**config.mk**
```make
export PLATFORM = sky130hd
export DESIGN_NAME = crc16_checked_frame_parser_unit_flat
export DESIGN_NICKNAME = d
export VERILOG_FILES = /design/src/rtl/core/crcfp_pkg.sv /design/src/rtl/core/crcfp_if.sv /design/src/rtl/core/crcfp_cfg_regs.sv /design/src/rtl/core/crcfp_in_stage.sv /design/src/rtl/core/crcfp_parser.sv /design/src/rtl/core/crc16_checked_frame_parser_unit.sv /design/src/flat_wrapper.sv
export SDC_FILE = /design/constraint.sdc
export NUM_CORES = 1
export LEC_CHECK = 0
export ABC_CLOCK_PERIOD_IN_PS = 3400
export BUFFER_PORTS_ARGS = -buffer_cell sky130_fd_sc_hd__buf_2
export CAP_MARGIN = 25
export CELL_PAD_IN_SITES_DETAIL_PLACEMENT = 0
export CELL_PAD_IN_SITES_GLOBAL_PLACEMENT = 1
export CORE_MARGIN = 4
export CORE_UTILIZATION = 40
export DETAILED_ROUTE_END_ITERATION = 10
export HOLD_SLACK_MARGIN = 0.1
export PLACE_DENSITY = 0.76
export SYNTH_ARGS = -nofsm -noshare
export SYNTH_HDL_FRONTEND = slang
export SYNTH_SLANG_ARGS = --single-unit
```
**constraint.sdc**
```tcl
create_clock -name i_clk -period 3.4 [get_ports i_clk]
set_input_delay 0.17 -clock i_clk [delete_from_list [all_inputs] [get_ports i_clk]]
set_output_delay 0.17 -clock i_clk [all_outputs]
set_load 0.005 [all_outputs]
```
**src/rtl/core/crcfp_pkg.sv**
```systemverilog
// ----------------------------------------------------------------------------
// crcfp_pkg
// Shared types, constants and the CRC-16/MODBUS byte update for the
// CRC-16 checked frame parser.
// ----------------------------------------------------------------------------
package crcfp_pkg;

    localparam int MAX_PAYLOAD = 512;

    localparam logic [15:0] CRC_INIT  = 16'hFFFF;
    localparam logic [15:0] CRC_POLY  = 16'hA001;
    localparam logic [15:0] FRAME_OVH = 16'd9;
    localparam logic [15:0] TOTAL_MAX = 16'(MAX_PAYLOAD) + FRAME_OVH;

    localparam logic [7:0] HEAD_RESET = 8'h50;
    localparam logic [7:0] TAIL_RESET = 8'h43;

    localparam int BYTE_W  = 8;
    localparam int PLEN_W  = 10;
    localparam int CIDX_W  = 8;

    // configuration register indexes
    localparam logic [CIDX_W-1:0] CFG_HEAD_FIRST  = 8'd0;
    localparam logic [CIDX_W-1:0] CFG_HEAD_SECOND = 8'd1;
    localparam logic [CIDX_W-1:0] CFG_TAIL_FIRST  = 8'd2;
    localparam logic [CIDX_W-1:0] CFG_TAIL_SECOND = 8'd3;

    typedef enum logic [2:0] {
        PH_IDLE,
        PH_HEAD_OK,
        PH_HEAD_BAD,
        PH_LEN,
        PH_CMD,
        PH_PAYLOAD,
        PH_CRC,
        PH_TAIL
    } t_phase;

    typedef enum logic [1:0] {
        KIND_CMD    = 2'd0,
        KIND_DATA   = 2'd1,
        KIND_STATUS = 2'd2
    } t_kind;

    typedef enum logic [2:0] {
        ST_OK     = 3'd0,
        ST_HEADER = 3'd1,
        ST_CRC    = 3'd2,
        ST_TAIL   = 3'd3,
        ST_LENGTH = 3'd4
    } t_status;

    typedef struct packed {
        logic [BYTE_W-1:0] head_first;
        logic [BYTE_W-1:0] head_second;
        logic [BYTE_W-1:0] tail_first;
        logic [BYTE_W-1:0] tail_second;
    } t_cfg;

    typedef struct packed {
        logic [BYTE_W-1:0] rx_byte;
        logic              frame_start;
    } t_in_item;

    typedef struct packed {
        t_kind             kind;
        logic [BYTE_W-1:0] data;
        t_status           status;
        logic [PLEN_W-1:0] plen;
        logic              done;
    } t_result;

    function automatic logic [15:0] crc16_byte(input logic [15:0] crc,
                                               input logic [7:0]  b);
        logic [15:0] c;
        c = crc ^ {8'h00, b};
        for (int k = 0; k < 8; k++) begin
            if (c[0]) begin
                c = (c >> 1) ^ CRC_POLY;
            end else begin
                c = c >> 1;
            end
        end
        return c;
    endfunction

endpackage

```
**src/rtl/core/crcfp_if.sv**
```systemverilog
// ----------------------------------------------------------------------------
// crcfp channel interfaces
// Valid/ready channels for received bytes, parse results and register writes.
// ----------------------------------------------------------------------------
interface crcfp_in_if;
    logic       valid;
    logic       ready;
    logic [7:0] rx_byte;
    logic       frame_start;

    modport source (output valid, rx_byte, frame_start, input ready);
    modport sink   (input valid, rx_byte, frame_start, output ready);
endinterface

interface crcfp_out_if;
    logic       valid;
    logic       ready;
    logic [1:0] out_kind;
    logic [7:0] out_byte;
    logic [2:0] status;
    logic [9:0] payload_len;
    logic       frame_done;

    modport source (output valid, out_kind, out_byte, status, payload_len, frame_done,
                    input ready);
    modport sink   (input valid, out_kind, out_byte, status, payload_len, frame_done,
                    output ready);
endinterface

interface crcfp_cfg_if;
    logic       valid;
    logic       ready;
    logic [7:0] index;
    logic [7:0] data;

    modport source (output valid, index, data, input ready);
    modport sink   (input valid, index, data, output ready);
endinterface

```
**src/rtl/core/crcfp_cfg_regs.sv**
```systemverilog
// ----------------------------------------------------------------------------
// crcfp_cfg_regs
// Header and tail match registers, written through the configuration channel.
// ----------------------------------------------------------------------------
module crcfp_cfg_regs (
    input  logic            i_clk,
    input  logic            i_rst_n,
    crcfp_cfg_if.sink       i_cfg,
    output crcfp_pkg::t_cfg o_cfg
);
    import crcfp_pkg::*;

    t_cfg r_cfg;

    assign i_cfg.ready = 1'b1;
    assign o_cfg       = r_cfg;

    always_ff @(posedge i_clk) begin
        if (!i_rst_n) begin
            r_cfg.head_first  <= HEAD_RESET;
            r_cfg.head_second <= HEAD_RESET;
            r_cfg.tail_first  <= TAIL_RESET;
            r_cfg.tail_second <= TAIL_RESET;
        end else if (i_cfg.valid) begin
            case (i_cfg.index)
                CFG_HEAD_FIRST:  r_cfg.head_first  <= i_cfg.data;
                CFG_HEAD_SECOND: r_cfg.head_second <= i_cfg.data;
                CFG_TAIL_FIRST:  r_cfg.tail_first  <= i_cfg.data;
                CFG_TAIL_SECOND: r_cfg.tail_second <= i_cfg.data;
                default: ; // drop writes to unknown indexes
            endcase
        end
    end

endmodule

```
**src/rtl/core/crcfp_in_stage.sv**
```systemverilog
// ----------------------------------------------------------------------------
// crcfp_in_stage
// Input register for one received byte; refills in the cycle it is consumed.
// ----------------------------------------------------------------------------
module crcfp_in_stage (
    input  logic                i_clk,
    input  logic                i_rst_n,
    crcfp_in_if.sink            i_in,
    input  logic                i_take,
    output logic                o_valid,
    output crcfp_pkg::t_in_item o_item
);
    import crcfp_pkg::*;

    logic     r_valid;
    t_in_item r_item;

    assign i_in.ready = !r_valid || i_take;
    assign o_valid    = r_valid;
    assign o_item     = r_item;

    always_ff @(posedge i_clk) begin
        if (!i_rst_n) begin
            r_valid <= 1'b0;
        end else if (i_in.ready) begin
            r_valid <= i_in.valid;
        end
    end

    always_ff @(posedge i_clk) begin
        if (i_in.valid && i_in.ready) begin
            r_item.rx_byte     <= i_in.rx_byte;
            r_item.frame_start <= i_in.frame_start;
        end
    end

endmodule

```
**src/rtl/core/crcfp_parser.sv**
```systemverilog
// ----------------------------------------------------------------------------
// crcfp_parser
// Frame state machine with the one-byte CRC update; state advances on i_take.
// ----------------------------------------------------------------------------
module crcfp_parser (
    input  logic                i_clk,
    input  logic                i_rst_n,
    input  logic                i_take,
    input  crcfp_pkg::t_in_item i_item,
    input  crcfp_pkg::t_cfg     i_cfg,
    output logic                o_res_valid,
    output crcfp_pkg::t_result  o_res
);
    import crcfp_pkg::*;

    t_phase            r_phase, n_phase;
    logic [PLEN_W-1:0] r_pos,   n_pos;
    logic [15:0]       r_total, n_total;
    logic [15:0]       r_crc,   n_crc;
    logic [7:0]        r_crc_hi, n_crc_hi;
    logic              r_crc_bad, n_crc_bad;
    logic              r_tail_ok, n_tail_ok;

    logic [15:0]       total_diff;
    logic [PLEN_W-1:0] psize;
    logic [PLEN_W-1:0] pos_inc;
    logic [7:0]        rx;

    assign rx         = i_item.rx_byte;
    assign total_diff = r_total - FRAME_OVH;
    assign psize      = total_diff[PLEN_W-1:0];
    assign pos_inc    = r_pos + 1'b1;

    always_ff @(posedge i_clk) begin
        if (!i_rst_n) begin
            r_phase   <= PH_IDLE;
            r_pos     <= '0;
            r_total   <= '0;
            r_crc     <= CRC_INIT;
            r_crc_hi  <= '0;
            r_crc_bad <= 1'b0;
            r_tail_ok <= 1'b0;
        end else if (i_take) begin
            r_phase   <= n_phase;
            r_pos     <= n_pos;
            r_total   <= n_total;
            r_crc     <= n_crc;
            r_crc_hi  <= n_crc_hi;
            r_crc_bad <= n_crc_bad;
            r_tail_ok <= n_tail_ok;
        end
    end

    always_comb begin
        n_phase     = r_phase;
        n_pos       = r_pos;
        n_total     = r_total;
        n_crc       = r_crc;
        n_crc_hi    = r_crc_hi;
        n_crc_bad   = r_crc_bad;
        n_tail_ok   = r_tail_ok;
        o_res_valid = 1'b0;
        o_res       = '{kind: KIND_STATUS, data: '0, status: ST_OK, plen: '0, done: 1'b1};

        if (i_item.frame_start) begin
            // close a frame cut short by a new start
            if (r_phase != PH_IDLE) begin
                o_res_valid = 1'b1;
                o_res.status = ST_LENGTH;
                if (r_phase == PH_PAYLOAD) begin
                    o_res.plen = r_pos;
                end else if (r_phase == PH_CRC || r_phase == PH_TAIL) begin
                    o_res.plen = psize;
                end
            end
            n_crc     = CRC_INIT;
            n_pos     = '0;
            n_total   = '0;
            n_crc_hi  = '0;
            n_crc_bad = 1'b0;
            n_tail_ok = 1'b0;
            n_phase   = (rx == i_cfg.head_first) ? PH_HEAD_OK : PH_HEAD_BAD;
        end else begin
            case (r_phase)
                PH_HEAD_OK, PH_HEAD_BAD: begin
                    if (r_phase == PH_HEAD_OK && rx == i_cfg.head_second) begin
                        n_phase = PH_LEN;
                        n_pos   = '0;
                    end else begin
                        o_res_valid  = 1'b1;
                        o_res.status = ST_HEADER;
                        n_phase      = PH_IDLE;
                    end
                end
                PH_LEN: begin
                    if (r_pos == '0) begin
                        n_total = {rx, 8'h00};
                        n_pos   = 10'd1;
                    end else begin
                        n_total = {r_total[15:8], rx};
                        n_pos   = '0;
                        if (n_total < FRAME_OVH || n_total > TOTAL_MAX) begin
                            o_res_valid  = 1'b1;
                            o_res.status = ST_LENGTH;
                            n_phase      = PH_IDLE;
                        end else begin
                            n_phase = PH_CMD;
                        end
                    end
                end
                PH_CMD: begin
                    o_res_valid = 1'b1;
                    o_res       = '{kind: KIND_CMD, data: rx, status: ST_OK,
                                    plen: '0, done: 1'b0};
                    n_pos       = '0;
                    n_phase     = (psize == '0) ? PH_CRC : PH_PAYLOAD;
                end
                PH_PAYLOAD: begin
                    o_res_valid = 1'b1;
                    o_res       = '{kind: KIND_DATA, data: rx, status: ST_OK,
                                    plen: '0, done: 1'b0};
                    n_crc       = crc16_byte(r_crc, rx);
                    n_pos       = pos_inc;
                    if (pos_inc >= psize) begin
                        n_phase = PH_CRC;
                        n_pos   = '0;
                    end
                end
                PH_CRC: begin
                    if (r_pos == '0) begin
                        n_crc_hi = rx;
                        n_pos    = 10'd1;
                    end else begin
                        n_crc_bad = (r_crc[15:8] != r_crc_hi) || (r_crc[7:0] != rx);
                        n_phase   = PH_TAIL;
                        n_pos     = '0;
                    end
                end
                PH_TAIL: begin
                    if (r_pos == '0) begin
                        n_tail_ok = (rx == i_cfg.tail_first);
                        n_pos     = 10'd1;
                    end else begin
                        // crc error takes precedence over a tail error
                        n_pos       = '0;
                        n_phase     = PH_IDLE;
                        o_res_valid = 1'b1;
                        o_res.plen  = psize;
                        if (r_crc_bad) begin
                            o_res.status = ST_CRC;
                        end else if (!r_tail_ok || rx != i_cfg.tail_second) begin
                            o_res.status = ST_TAIL;
                        end else begin
                            o_res.status = ST_OK;
                        end
                    end
                end
                default: ; // idle: drop stray bytes
            endcase
        end
    end

endmodule

```
**src/rtl/core/crc16_checked_frame_parser_unit.sv**
```systemverilog
// ----------------------------------------------------------------------------
// crc16_checked_frame_parser_unit
// Byte-serial frame parser: header, length, command, payload, CRC-16/MODBUS
// over the payload, tail. Passes command and payload bytes through and closes
// each frame with a status item.
//
//   channel  dir  handshake      payload
//   i_in     in   valid/ready    rx_byte[7:0], frame_start
//   o_out    out  valid/ready    out_kind[1:0], out_byte[7:0], status[2:0],
//                                payload_len[9:0], frame_done
//   i_cfg    in   valid/ready    index[7:0], data[7:0] (ready always high)
//
// One byte per cycle sustained while o_out accepts. A byte sits in the input
// register, then the parse logic and the byte-wide CRC update write the result
// register. Synchronous active-low reset clears the frame state and both valid
// flags, and loads the header/tail defaults. While o_out is stalled, the input
// register holds its byte and i_in.ready drops once it is full.
// ----------------------------------------------------------------------------
module crc16_checked_frame_parser_unit (
    input  logic        i_clk,
    input  logic        i_rst_n,
    crcfp_in_if.sink    i_in,
    crcfp_out_if.source o_out,
    crcfp_cfg_if.sink   i_cfg
);
    import crcfp_pkg::*;

    t_cfg     cfg;
    logic     item_valid;
    t_in_item item;
    logic     take;
    logic     res_valid;
    t_result  res;

    logic     r_out_valid;
    t_result  r_out;

    crcfp_cfg_regs u_cfg (
        .i_clk   (i_clk),
        .i_rst_n (i_rst_n),
        .i_cfg   (i_cfg),
        .o_cfg   (cfg)
    );

    crcfp_in_stage u_in (
        .i_clk   (i_clk),
        .i_rst_n (i_rst_n),
        .i_in    (i_in),
        .i_take  (take),
        .o_valid (item_valid),
        .o_item  (item)
    );

    crcfp_parser u_parse (
        .i_clk       (i_clk),
        .i_rst_n     (i_rst_n),
        .i_take      (take),
        .i_item      (item),
        .i_cfg       (cfg),
        .o_res_valid (res_valid),
        .o_res       (res)
    );

    // advance whenever the result register is free or being drained
    assign take = item_valid && (!r_out_valid || o_out.ready);

    always_ff @(posedge i_clk) begin
        if (!i_rst_n) begin
            r_out_valid <= 1'b0;
        end else if (take) begin
            r_out_valid <= res_valid;
        end else if (o_out.ready) begin
            r_out_valid <= 1'b0;
        end
    end

    always_ff @(posedge i_clk) begin
        if (take && res_valid) begin
            r_out <= res;
        end
    end

    assign o_out.valid       = r_out_valid;
    assign o_out.out_kind    = r_out.kind;
    assign o_out.out_byte    = r_out.data;
    assign o_out.status      = r_out.status;
    assign o_out.payload_len = r_out.plen;
    assign o_out.frame_done  = r_out.done;

    a_done_on_status: assert property (@(posedge i_clk) disable iff (!i_rst_n)
        r_out_valid |-> (r_out.done == (r_out.kind == KIND_STATUS)))
        else $error("frame_done disagrees with item kind");

    a_byte_fields_clear: assert property (@(posedge i_clk) disable iff (!i_rst_n)
        (r_out_valid && r_out.kind != KIND_STATUS) |->
            (r_out.status == ST_OK && r_out.plen == '0))
        else $error("byte item carries status fields");

    a_plen_bound: assert property (@(posedge i_clk) disable iff (!i_rst_n)
        r_out_valid |-> (r_out.plen <= PLEN_W'(MAX_PAYLOAD)))
        else $error("payload length above maximum");

    a_stall_holds_result: assert property (@(posedge i_clk) disable iff (!i_rst_n)
        (r_out_valid && !o_out.ready) |=> (r_out_valid && $stable(r_out)))
        else $error("result register changed while stalled");

endmodule

```
**src/flat_wrapper.sv**
```systemverilog
// flat-port wrapper written by rule: the top's interface ports become plain ports
module crc16_checked_frame_parser_unit_flat import crcfp_pkg::*;
  (i_clk, i_rst_n, i_in_valid, i_in_rx_byte, i_in_frame_start, i_in_ready, o_out_valid, o_out_out_kind, o_out_out_byte, o_out_status, o_out_payload_len, o_out_frame_done, o_out_ready, i_cfg_valid, i_cfg_index, i_cfg_data, i_cfg_ready);
  crcfp_in_if i_in_i ();
  crcfp_out_if o_out_i ();
  crcfp_cfg_if i_cfg_i ();
  input  logic i_clk;
  input  logic i_rst_n;
  input wire logic [$bits(i_in_i.valid)-1:0] i_in_valid;
  input wire logic [$bits(i_in_i.rx_byte)-1:0] i_in_rx_byte;
  input wire logic [$bits(i_in_i.frame_start)-1:0] i_in_frame_start;
  output wire logic [$bits(i_in_i.ready)-1:0] i_in_ready;
  output wire logic [$bits(o_out_i.valid)-1:0] o_out_valid;
  output wire logic [$bits(o_out_i.out_kind)-1:0] o_out_out_kind;
  output wire logic [$bits(o_out_i.out_byte)-1:0] o_out_out_byte;
  output wire logic [$bits(o_out_i.status)-1:0] o_out_status;
  output wire logic [$bits(o_out_i.payload_len)-1:0] o_out_payload_len;
  output wire logic [$bits(o_out_i.frame_done)-1:0] o_out_frame_done;
  input wire logic [$bits(o_out_i.ready)-1:0] o_out_ready;
  input wire logic [$bits(i_cfg_i.valid)-1:0] i_cfg_valid;
  input wire logic [$bits(i_cfg_i.index)-1:0] i_cfg_index;
  input wire logic [$bits(i_cfg_i.data)-1:0] i_cfg_data;
  output wire logic [$bits(i_cfg_i.ready)-1:0] i_cfg_ready;
  assign i_in_i.valid = i_in_valid;
  assign i_in_i.rx_byte = i_in_rx_byte;
  assign i_in_i.frame_start = i_in_frame_start;
  assign i_in_ready = i_in_i.ready;
  assign o_out_valid = o_out_i.valid;
  assign o_out_out_kind = o_out_i.out_kind;
  assign o_out_out_byte = o_out_i.out_byte;
  assign o_out_status = o_out_i.status;
  assign o_out_payload_len = o_out_i.payload_len;
  assign o_out_frame_done = o_out_i.frame_done;
  assign o_out_i.ready = o_out_ready;
  assign i_cfg_i.valid = i_cfg_valid;
  assign i_cfg_i.index = i_cfg_index;
  assign i_cfg_i.data = i_cfg_data;
  assign i_cfg_ready = i_cfg_i.ready;
  crc16_checked_frame_parser_unit u_core (.i_clk(i_clk), .i_rst_n(i_rst_n), .i_in(i_in_i), .o_out(o_out_i), .i_cfg(i_cfg_i));
endmodule
```
==> results_dict.tcl, run 1 <==
set metrics [dict create \
    run_status "finished clean" \
    clk_pin_slew_ps 60 \
    worstMarginPinSlew_ps 868 \
    synth_area_per_cell_sq_um 9.42 \
    synthTopCellsByCount "dfxtp_1 (89), nor2_1 (76), nand2_1 (66)" \
    timing.slew.headroom_pct 41.7 \
    synth_top_flop_cell "dfxtp_1" \
    cts_made_buffers 17 \
    final_cells 932 \
    reg2reg_depth 12 \
    period_share_pct 91.7 \
    setup_violations 0 \
    antenna_found_initial 0 \
    pin_count 57 \
    grt_first_pass_wirelength_um 24800 \
    antenna_cells 0 \
    path_class "register to register" \
    final_net_count 776 \
    synth_edf_count 32 \
    yosysWarnings 0 \
    routedWlPerCell_um 16.3 \
    fin_crit_ps 3120 \
    p_total_mw 3.56 \
    ir_drop_mv 0.364 \
    clockBufferDepth 2 \
    ys_top_cells_by_area "dfxtp_1 (29%), edfxtp_1 (16%), xnor2_1 (7.7%)" \
    die_w_um 132 \
    setup_slack_ps 283 \
    routabilityCongestion 0.834 \
    worstPathArrival_ps 3420 \
    htree_levels 4 \
    ant_nets 0 \
    clk_latency_ps 420 \
    skew_ps 7.72 \
    grt_usage_pct 17.8 \
    cp-start-kind "register" \
    wl_um 15200 \
    crit_path_end_kind "register" \
    grt_max_degree 38 \
    synth_top_area_share_pct 28.9 \
    final_max_slew_viol_count 0 \
    setup_tns_ps 0 \
    cts_tree "yes" \
    maxCapViolCount 0 \
    cts_sinks 121 \
    synthArstFlopShare_pct 0 \
    syn_inst 655 \
    drc 0 \
    synthesis.nets 700 \
    rsz0062_at_grt "no" \
    cts_setup_buffers 0 \
    holdWs_ps 189 \
    drive_gt1_share_pct 18.8 \
    p_per_area_mw_per_mm2 478 \
    coreArea_sq_mm 0.0151 \
    leakage_nw 2.96 \
    firstDrtPassIters 5 \
    ys_types 73 \
    die_area_sq_mm 0.0175 \
    drt_iter0_markers 287 \
    initial_core_util_pct 40.8 \
    hold_class "input port to register" \
    rows 45 \
    worstPathRequired_ps 3700 \
    dpl_worst_slack_ps 272 \
    final_area_sq_mm 0.00744 \
    syn_area_sq_mm 0.00617 \
    grt_pass1_vias 4903 \
    synth_seq_cells 121 \
    crit_fanout 6 \
    hpwl_um 11000 \
    hold_depth 4 \
    yosysTopAreaCell "dfxtp_1" \
    synth-seq-area-share_pct 44.4 \
    yosysMostFrequentCell "dfxtp_1" \
    area_growth_pct 20.5 \
    placed_area_sq_mm 0.00667 \
    dpl.cell_count 880 \
    fmax_mhz 321 \
    portBuffers 55 \
    hold_violations 0 \
    final_core_util_pct 49.1 \
    vias_per_cell 5.26 \
    overflow 0 \
    die-height_um 132 \
    root_buffer "clkbuf_16" \
    vias 4903 \
]
-- critical path, stage by stage (launching register included) --
cell and delay, ps:
dfxtp_1 450, ha_1 300, nand3_2 130, or3_1 340, xnor2_1 150, ha_1 280
nand2_1 60, nor3_1 120, a21oi_1 130, maj3_2 350, a21oi_2 270, o21ai_2 130
o31a_1 290
-- report_power, final --
group | internal, mW | total [mW] | switching (mW)
sequential | 1.50 | 1.53 | 0.0269
combinational | 0.144 | 0.322 | 0.178
clock | 1.06 | 1.71 | 0.645
-- cells in the final DEF, fill, tap and decap left out, types with 3 or more instances in the layout --
| cell type | netlist | routed |
|---|---|---|
| clkbuf_16 | 0 | 18 |
| clkinvlp_4 | 0 | 3 |
| xnor2_2 | 4 | 4 |
| nand2_1 | 66 | 66 |
| clkinv_2 | 0 | 3 |
| nand3_1 | 11 | 11 |
| o21ai_1 | 3 | 5 |
| nor3_1 | 25 | 25 |
| o21ai_0 | 38 | 36 |
| a21o_1 | 3 | 3 |
| or2_2 | 4 | 4 |
| a22o_1 | 13 | 13 |
| nor4_1 | 9 | 9 |
| xnor2_1 | 54 | 54 |
| ha_1 | 15 | 15 |
| buf_2 | 13 | 55 |
| nor2_1 | 76 | 75 |
| nand4_1 | 9 | 9 |
| buf_4 | 5 | 24 |
| edfxtp_1 | 32 | 32 |
| a22oi_1 | 8 | 8 |
| nor3b_1 | 6 | 6 |
| a21oi_1 | 24 | 24 |
| and2_1 | 9 | 9 |
| dfxtp_1 | 89 | 88 |
| xor2_1 | 14 | 14 |
| nand2b_1 | 3 | 3 |
| mux2i_1 | 33 | 33 |
| nor2b_1 | 5 | 5 |
| inv_1 | 10 | 10 |
| dlygate4sd3_1 | 0 | 19 |
-- cell families (layout without fill, tap and decap cells) --
group | after synthesis | count (layout) | synth area share, %
and+or+nand+nor | 243 | 243 | 19.6
DFF | 121 | 121 | 44.4
AOI/OAI and AO/OA | 113 | 113 | 12.0
xor gates and xnor gates | 74 | 74 | 11.3
buffers and inverters | 54 | 143 | 3.95
muxes | 33 | 33 | 5.35
adders and majority gates | 16 | 16 | 3.22
other | 1 | 1 | 0.0608
-- final timing paths --
kind	to	slack, ps	from
worst min register to register	u_core.u_cfg.o_cfg[21]$_SDFFE_PN0P_	470	u_core.u_cfg.o_cfg[21]$_SDFFE_PN0P_
worst max-delay path	u_core.u_parse.r_phase[0]$_SDFFE_PN0P_	280	u_core.u_parse.r_pos[1]$_SDFFE_PN0P_
worst max register to register	u_core.u_parse.r_phase[0]$_SDFFE_PN0P_	280	u_core.u_parse.r_pos[1]$_SDFFE_PN0P_
worst min-delay path	u_core.u_cfg.o_cfg[23]$_SDFFE_PN0P_	190	i_cfg_index[1]
-- final cells by class --
type / count / area, sq um
well taps: 188 / 235
repair buffers: 99 / 661
multi-input cells: 480 / 3190
clock buffers: 21 / 472
flip-flops and latches: 121 / 2740
clock inverters: 11 / 95.1
inverters: 12 / 45.0
fillers: 1383 / 7710
-- registers in the layout, summed over array words and instances, names as in the netlist --
| register | cells |
|---|---|
| u_core.u_parse.r_crc_hi | 8 |
| u_core.o_out.out_byte | 8 |
| u_core.u_in.o_item | 9 |
| u_core.u_parse.r_crc | 16 |
| u_core.u_cfg.o_cfg | 32 |
| u_core.u_in.o_valid | 1 |
| u_core.o_out.payload_len | 10 |
| u_core.o_out.out_kind | 2 |
| u_core.u_parse.r_phase | 3 |
| u_core.u_parse.r_total | 16 |
| u_core.u_parse.r_tail_ok | 1 |
| u_core.o_out.status | 3 |
| u_core.o_out.valid | 1 |
| u_core.u_parse.r_pos | 10 |
| u_core.u_parse.r_crc_bad | 1 |
-- per-layer routing --
layer  routed length [um]  global-route usage (%)  part of all wire [%]
met1                 6960                    22.3                    46
met5                    0                       0                     0
met3                  729                    4.54                   4.8
met2                 7180                    29.2                    47
met4                  323                    7.27                   2.1
-- timing repair --
item	in CTS	in global routing
hold buffers	19	0
hold endpoints to repair	42	0
gates resized for setup	0	1
setup endpoints to repair	0	7
(Power assumes the default switching activity.)
==> run 2: changes to the inputs <==
- CELL_PAD_IN_SITES_DETAIL_PLACEMENT: 0 -> 1
==> run 2 against run 1 <==
Against the previous run: worst setup slack worse by 33 ps; critical path type unchanged; combinational power grew 3%; count of clock-buffer cells in the layout fell by 2; routed wire length is 14% higher; via count grew 2.6%; fmax fell by 1.0%; die area unchanged.
==> results_dict.tcl, run 2 (synthesized netlist as in run 1, its figures left out) <==
set metrics [dict create \
    routedWlPerCell_um 18.5 \
    final_net_count 776 \
    highest_layer "met4" \
    final_cell_mix "dfxtp_1 (88), nor2_1 (75), nand2_1 (66)" \
    wl_um 17300 \
    worstMarginPinSlew_ps 909 \
    cts_setup_buffers 0 \
    dr_wl_met2_um 8650 \
    holdWs_ps 187 \
    htree_levels 4 \
    grt_first_pass_wirelength_um 28500 \
    pin_count 57 \
    dpl_worst_slack_ps 217 \
    worstPathArrival_ps 3460 \
    rows 45 \
    die_w_um 132 \
    cts_tree "yes" \
    vias_per_cell 5.39 \
    coreArea_sq_mm 0.0151 \
    area_growth_pct 21.5 \
    portBuffers 55 \
    p_per_area_mw_per_mm2 496 \
    cp_slowest_stage_delay_ps 450 \
    setup_violations 0 \
    cp-start-kind "register" \
    path_class "register to register" \
    drt_iter0_markers 272 \
    antenna_found_initial 0 \
    maxCapViolCount 0 \
    die_area_sq_mm 0.0175 \
    overflow 0 \
    m1WireLength_um 7520 \
    vias 5030 \
    cts_made_buffers 17 \
    worstPathCellList "ha_2 > nand3_2 > or3_1 > xnor2_1 > ha_1 > nand2_1 > o21ai_0 > a21oi_1 > maj3_2 > a21oi_4 > o21ai_2 > o31a_1" \
    setup_slack_ps 251 \
    cts_sinks 121 \
    final_area_sq_mm 0.00750 \
    initial_core_util_pct 40.8 \
    hold_violations 0 \
    timing.slew.headroom_pct 39.0 \
    route.met3.wl_um 718 \
    root_buffer "clkbuf_16" \
    clk_latency_ps 430 \
    hold_class "input port to register" \
    period_share_pct 92.6 \
    p_total_mw 3.72 \
    die-height_um 132 \
    grt_usage_pct 20.6 \
    dpl.cell_count 880 \
    grt_pass1_vias 5472 \
    final_max_slew_viol_count 0 \
    rsz0062_at_grt "no" \
    grt_max_degree 38 \
    final_core_util_pct 49.5 \
    final_common_cell "dfxtp_1" \
    cp_num_buf_inv 0 \
    fin_crit_ps 3150 \
    ir_drop_mv 0.337 \
    ant_nets 0 \
    worst_path_max_delay_cell "dfxtp_1" \
    firstDrtPassIters 4 \
    skew_ps 6.37 \
    clk_pin_slew_ps 60 \
    drc 0 \
    setup_tns_ps 0 \
    placed_area_sq_mm 0.00667 \
    leakage_nw 2.97 \
    clockBufferDepth 2 \
    routabilityCongestion 0.834 \
    worstPathRequired_ps 3710 \
    largest_reg_flops 32 \
    drive_gt1_share_pct 19.4 \
    hpwl_um 12400 \
    crit_path_end_kind "register" \
    run_status "finished clean" \
    critPathTopFamily "adder cells" \
    crit_fanout 6 \
    fmax_mhz 318 \
    final_cells 933 \
]
==> run 2: cell types whose count changed in the layout (fill, tap and decap cells not counted) <==
cell and delta:
bufinv_16 +2, clkinvlp_4 +1, inv_6 +2, clkinv_2 -2, clkbuf_1 -1, ha_2 +1, clkinv_4 +1, a21oi_1 -1
clkinv_1 -1, diode_2 +1, clkbuf_16 -1, ha_1 -1, a21oi_4 +1, inv_4 -1
==> run 2: worst paths after layout <==
check | end | slack, ps | cells past startpoint | startpoint
setup / recovery | u_core.u_parse.r_phase[0]$_SDFFE_PN0P_ | 250 | 12 | u_core.u_parse.r_pos[1]$_SDFFE_PN0P_
hold reg to reg | u_core.u_cfg.o_cfg[21]$_SDFFE_PN0P_ | 470 | 2 | u_core.u_cfg.o_cfg[21]$_SDFFE_PN0P_
hold / removal | u_core.u_cfg.o_cfg[23]$_SDFFE_PN0P_ | 190 | 4 | i_cfg_index[1]
setup reg to reg | u_core.u_parse.r_phase[0]$_SDFFE_PN0P_ | 250 | 12 | u_core.u_parse.r_pos[1]$_SDFFE_PN0P_
==> run 2: layout make-up <==
cell class	instances	area, sq um
antenna	1	2.50
clock buffer	19	443
clock inverter	13	169
fill	1705	7640
inverter	12	45.0
multi-input combinational	480	3200
sequential	121	2740
tap	188	235
timing repair buffer	99	661
==> run 2: where the power goes <==
| group | internal, mW | switching, mW |
|---|---|---|
| clock network | 1.18 | 0.685 |
| logic | 0.145 | 0.186 |
| registers | 1.50 | 0.0287 |
==> run 2: what timing repair did <==
| item | 4_1_cts | 5_1_grt |
|---|---|---|
| endpoints found under the setup margin | 0 | 12 |
| hold endpoints to repair | 42 | 0 |
| gates resized for setup | 0 | 4 |
| hold buffers | 19 | 0 |
==> run 2: metal layers <==
metal / global-route usage, % / up-vias
met5: 0 / -
met4: 8.83 / 0
met3: 4.47 / 26
met2: 35.5 / 98
met1: 25.0 / 2460
li1: - / 2446
==> run 2: worst min-delay path: cells and delay by family <==
kind                   cells  cell delay [ps]
AO/OA/AOI/OAI              1               50
buffers and inverters      1              120
AND/OR/NAND/NOR            2              220
==> run 3: changes to the inputs <==
- CORE_UTILIZATION: 40 -> 45
- PLACE_DENSITY: 0.76 -> 0.83
==> run 3 against run 2 <==
Against the previous run: sequential power about the same; die area decreased by 10%; clock power decreased by 10%; worst setup slack got worse by 140 ps; sequential cell count unchanged; utilization increased by 5.7 points; sequential share of layout area increased by 0.64 points; largest power group unchanged; cell count decreased by 1.8%; global-route usage increased by 3.0 points; fmax decreased by 4.3%; via count increased by 2.8%; non-clock buffer count decreased by 4.
==> results_dict.tcl, run 3 (synthesized netlist as in run 1, its figures left out) <==
set metrics [dict create \
    antenna_cells 0 \
    rsz0062_at_grt "no" \
    root_buffer "clkbuf_16" \
    die_w_um 125 \
    maxCapViolCount 0 \
    die_area_sq_mm 0.0157 \
    dpl_worst_slack_ps 145 \
    grt_pass1_vias 5520 \
    routedWlPerCell_um 19.8 \
    setup_violations 0 \
    cts_made_buffers 17 \
    grt_usage_pct 23.6 \
    vias_per_cell 5.64 \
    grt_first_pass_wirelength_um 29200 \
    ant_nets 0 \
    cts_sinks 121 \
    clk_pin_slew_ps 60 \
    clockBufferDepth 2 \
    fin_crit_ps 3290 \
    worstMarginPinSlew_ps 844 \
    placed_area_sq_mm 0.00664 \
    portBuffers 55 \
    setup_tns_ps 0 \
    ir_drop_mv 0.360 \
    p_total_mw 3.53 \
    final_net_count 772 \
    drt_iter0_markers 320 \
    grt_max_degree 39 \
    drc 0 \
    crit_fanout 8 \
    hold_class "input port to register" \
    initial_core_util_pct 46.2 \
    firstDrtPassIters 5 \
    hold_violations 0 \
    coreArea_sq_mm 0.0133 \
    pin_count 57 \
    drive_gt1_share_pct 18.4 \
    dpl.cell_count 865 \
    num-fill-cells 1529 \
    final_max_slew_viol_count 0 \
    hpwl_um 12300 \
    area_growth_pct 19.4 \
    final_cell_mix "dfxtp_1 (89), nor2_1 (75), nand2_1 (66)" \
    leakage_nw 2.92 \
    clk_latency_ps 430 \
    period_share_pct 96.8 \
    cts_tree "yes" \
    wl_um 18200 \
    final_core_util_pct 55.2 \
    worstPathArrival_ps 3610 \
    path_class "register to register" \
    worstPathRequired_ps 3710 \
    cp-start-kind "register" \
    htree_levels 4 \
    final_cells 916 \
    crit_path_end_kind "register" \
    skew_ps 8.90 \
    cts_setup_buffers 0 \
    antenna_found_initial 0 \
    final_area_sq_mm 0.00737 \
    routabilityCongestion 0.836 \
    largest_reg_flops 32 \
    overflow 0 \
    final_common_cell "dfxtp_1" \
    timing.slew.headroom_pct 43.3 \
    rows 42 \
    run_status "finished clean" \
    die-height_um 125 \
    setup_slack_ps 109 \
    fmax_mhz 304 \
    holdWs_ps 191 \
    p_per_area_mw_per_mm2 480 \
    vias 5170 \
]
[run 3: cell count changes in the layout (fill, tap and decap cells not counted), sizes merged]
| cell | change |
|---|---|
| clkbuf | +1 |
| clkinvlp | +1 |
| bufinv | -2 |
| clkinv | +1 |
| buf | -4 |
| diode | -1 |
| inv | -1 |
[run 3: path summary, 6_finish.rpt]
kind	start	end	slack (ps)	cells past startpoint
setup / recovery	u_core.u_parse.r_pos[0]$_SDFFE_PN0P_	u_core.u_parse.r_phase[0]$_SDFFE_PN0P_	110	12
hold / removal	i_cfg_index[1]	u_core.u_cfg.o_cfg[18]$_SDFFE_PN0P_	190	4
setup reg to reg	u_core.u_parse.r_pos[0]$_SDFFE_PN0P_	u_core.u_parse.r_phase[0]$_SDFFE_PN0P_	110	12
hold reg to reg	u_core.u_cfg.o_cfg[23]$_SDFFE_PN0P_	u_core.u_cfg.o_cfg[23]$_SDFFE_PN0P_	470	2
[run 3: area by class of cell]
type | instances | area [sq um] | share of cell area, %
clock buffers | 20 | 437 | 5.93
clock inverters | 12 | 103 | 1.39
inverters | 12 | 45.0 | 0.611
multi-input cells | 480 | 3190 | 43.3
flip-flops and latches | 121 | 2740 | 37.2
well taps | 176 | 220 | 2.99
repair buffers | 95 | 631 | 8.56
[run 3: metal layers]
layer / wire length [um] / up-vias / track usage [%]
met3: 842 / 37 / 5.97
li1: - / 2436 / -
met5: 0 / - / 0
met2: 9550 / 145 / 41.5
met1: 7310 / 2552 / 27.4
met4: 470 / 0 / 9.69
[run 3: worst max-delay path: stages, from the launching register on]
cell and delay [ps]:
dfxtp_1 490, ha_2 310, nand3_2 130, or3_1 360
xnor2_1 160, ha_1 280, nand2_1 70, nor3_1 220
a21oi_1 130, maj3_2 340, a21oi_2 280, o21ai_2 120
o31a_1 290
[run 3: report_power, final]
part,switching [mW],total [mW],internal [mW]
Combinational,0.185,0.326,0.142
Sequential,0.0356,1.54,1.50
Clock,0.673,1.67,0.998
Total,0.893,3.53,2.64
[run 3: what timing repair did]
item                                   4_1_cts  5_1_grt
endpoints found under the hold margin       42        0
resized for setup                            0        1
hold buffers                                19        0
setup endpoints to repair                    0        4
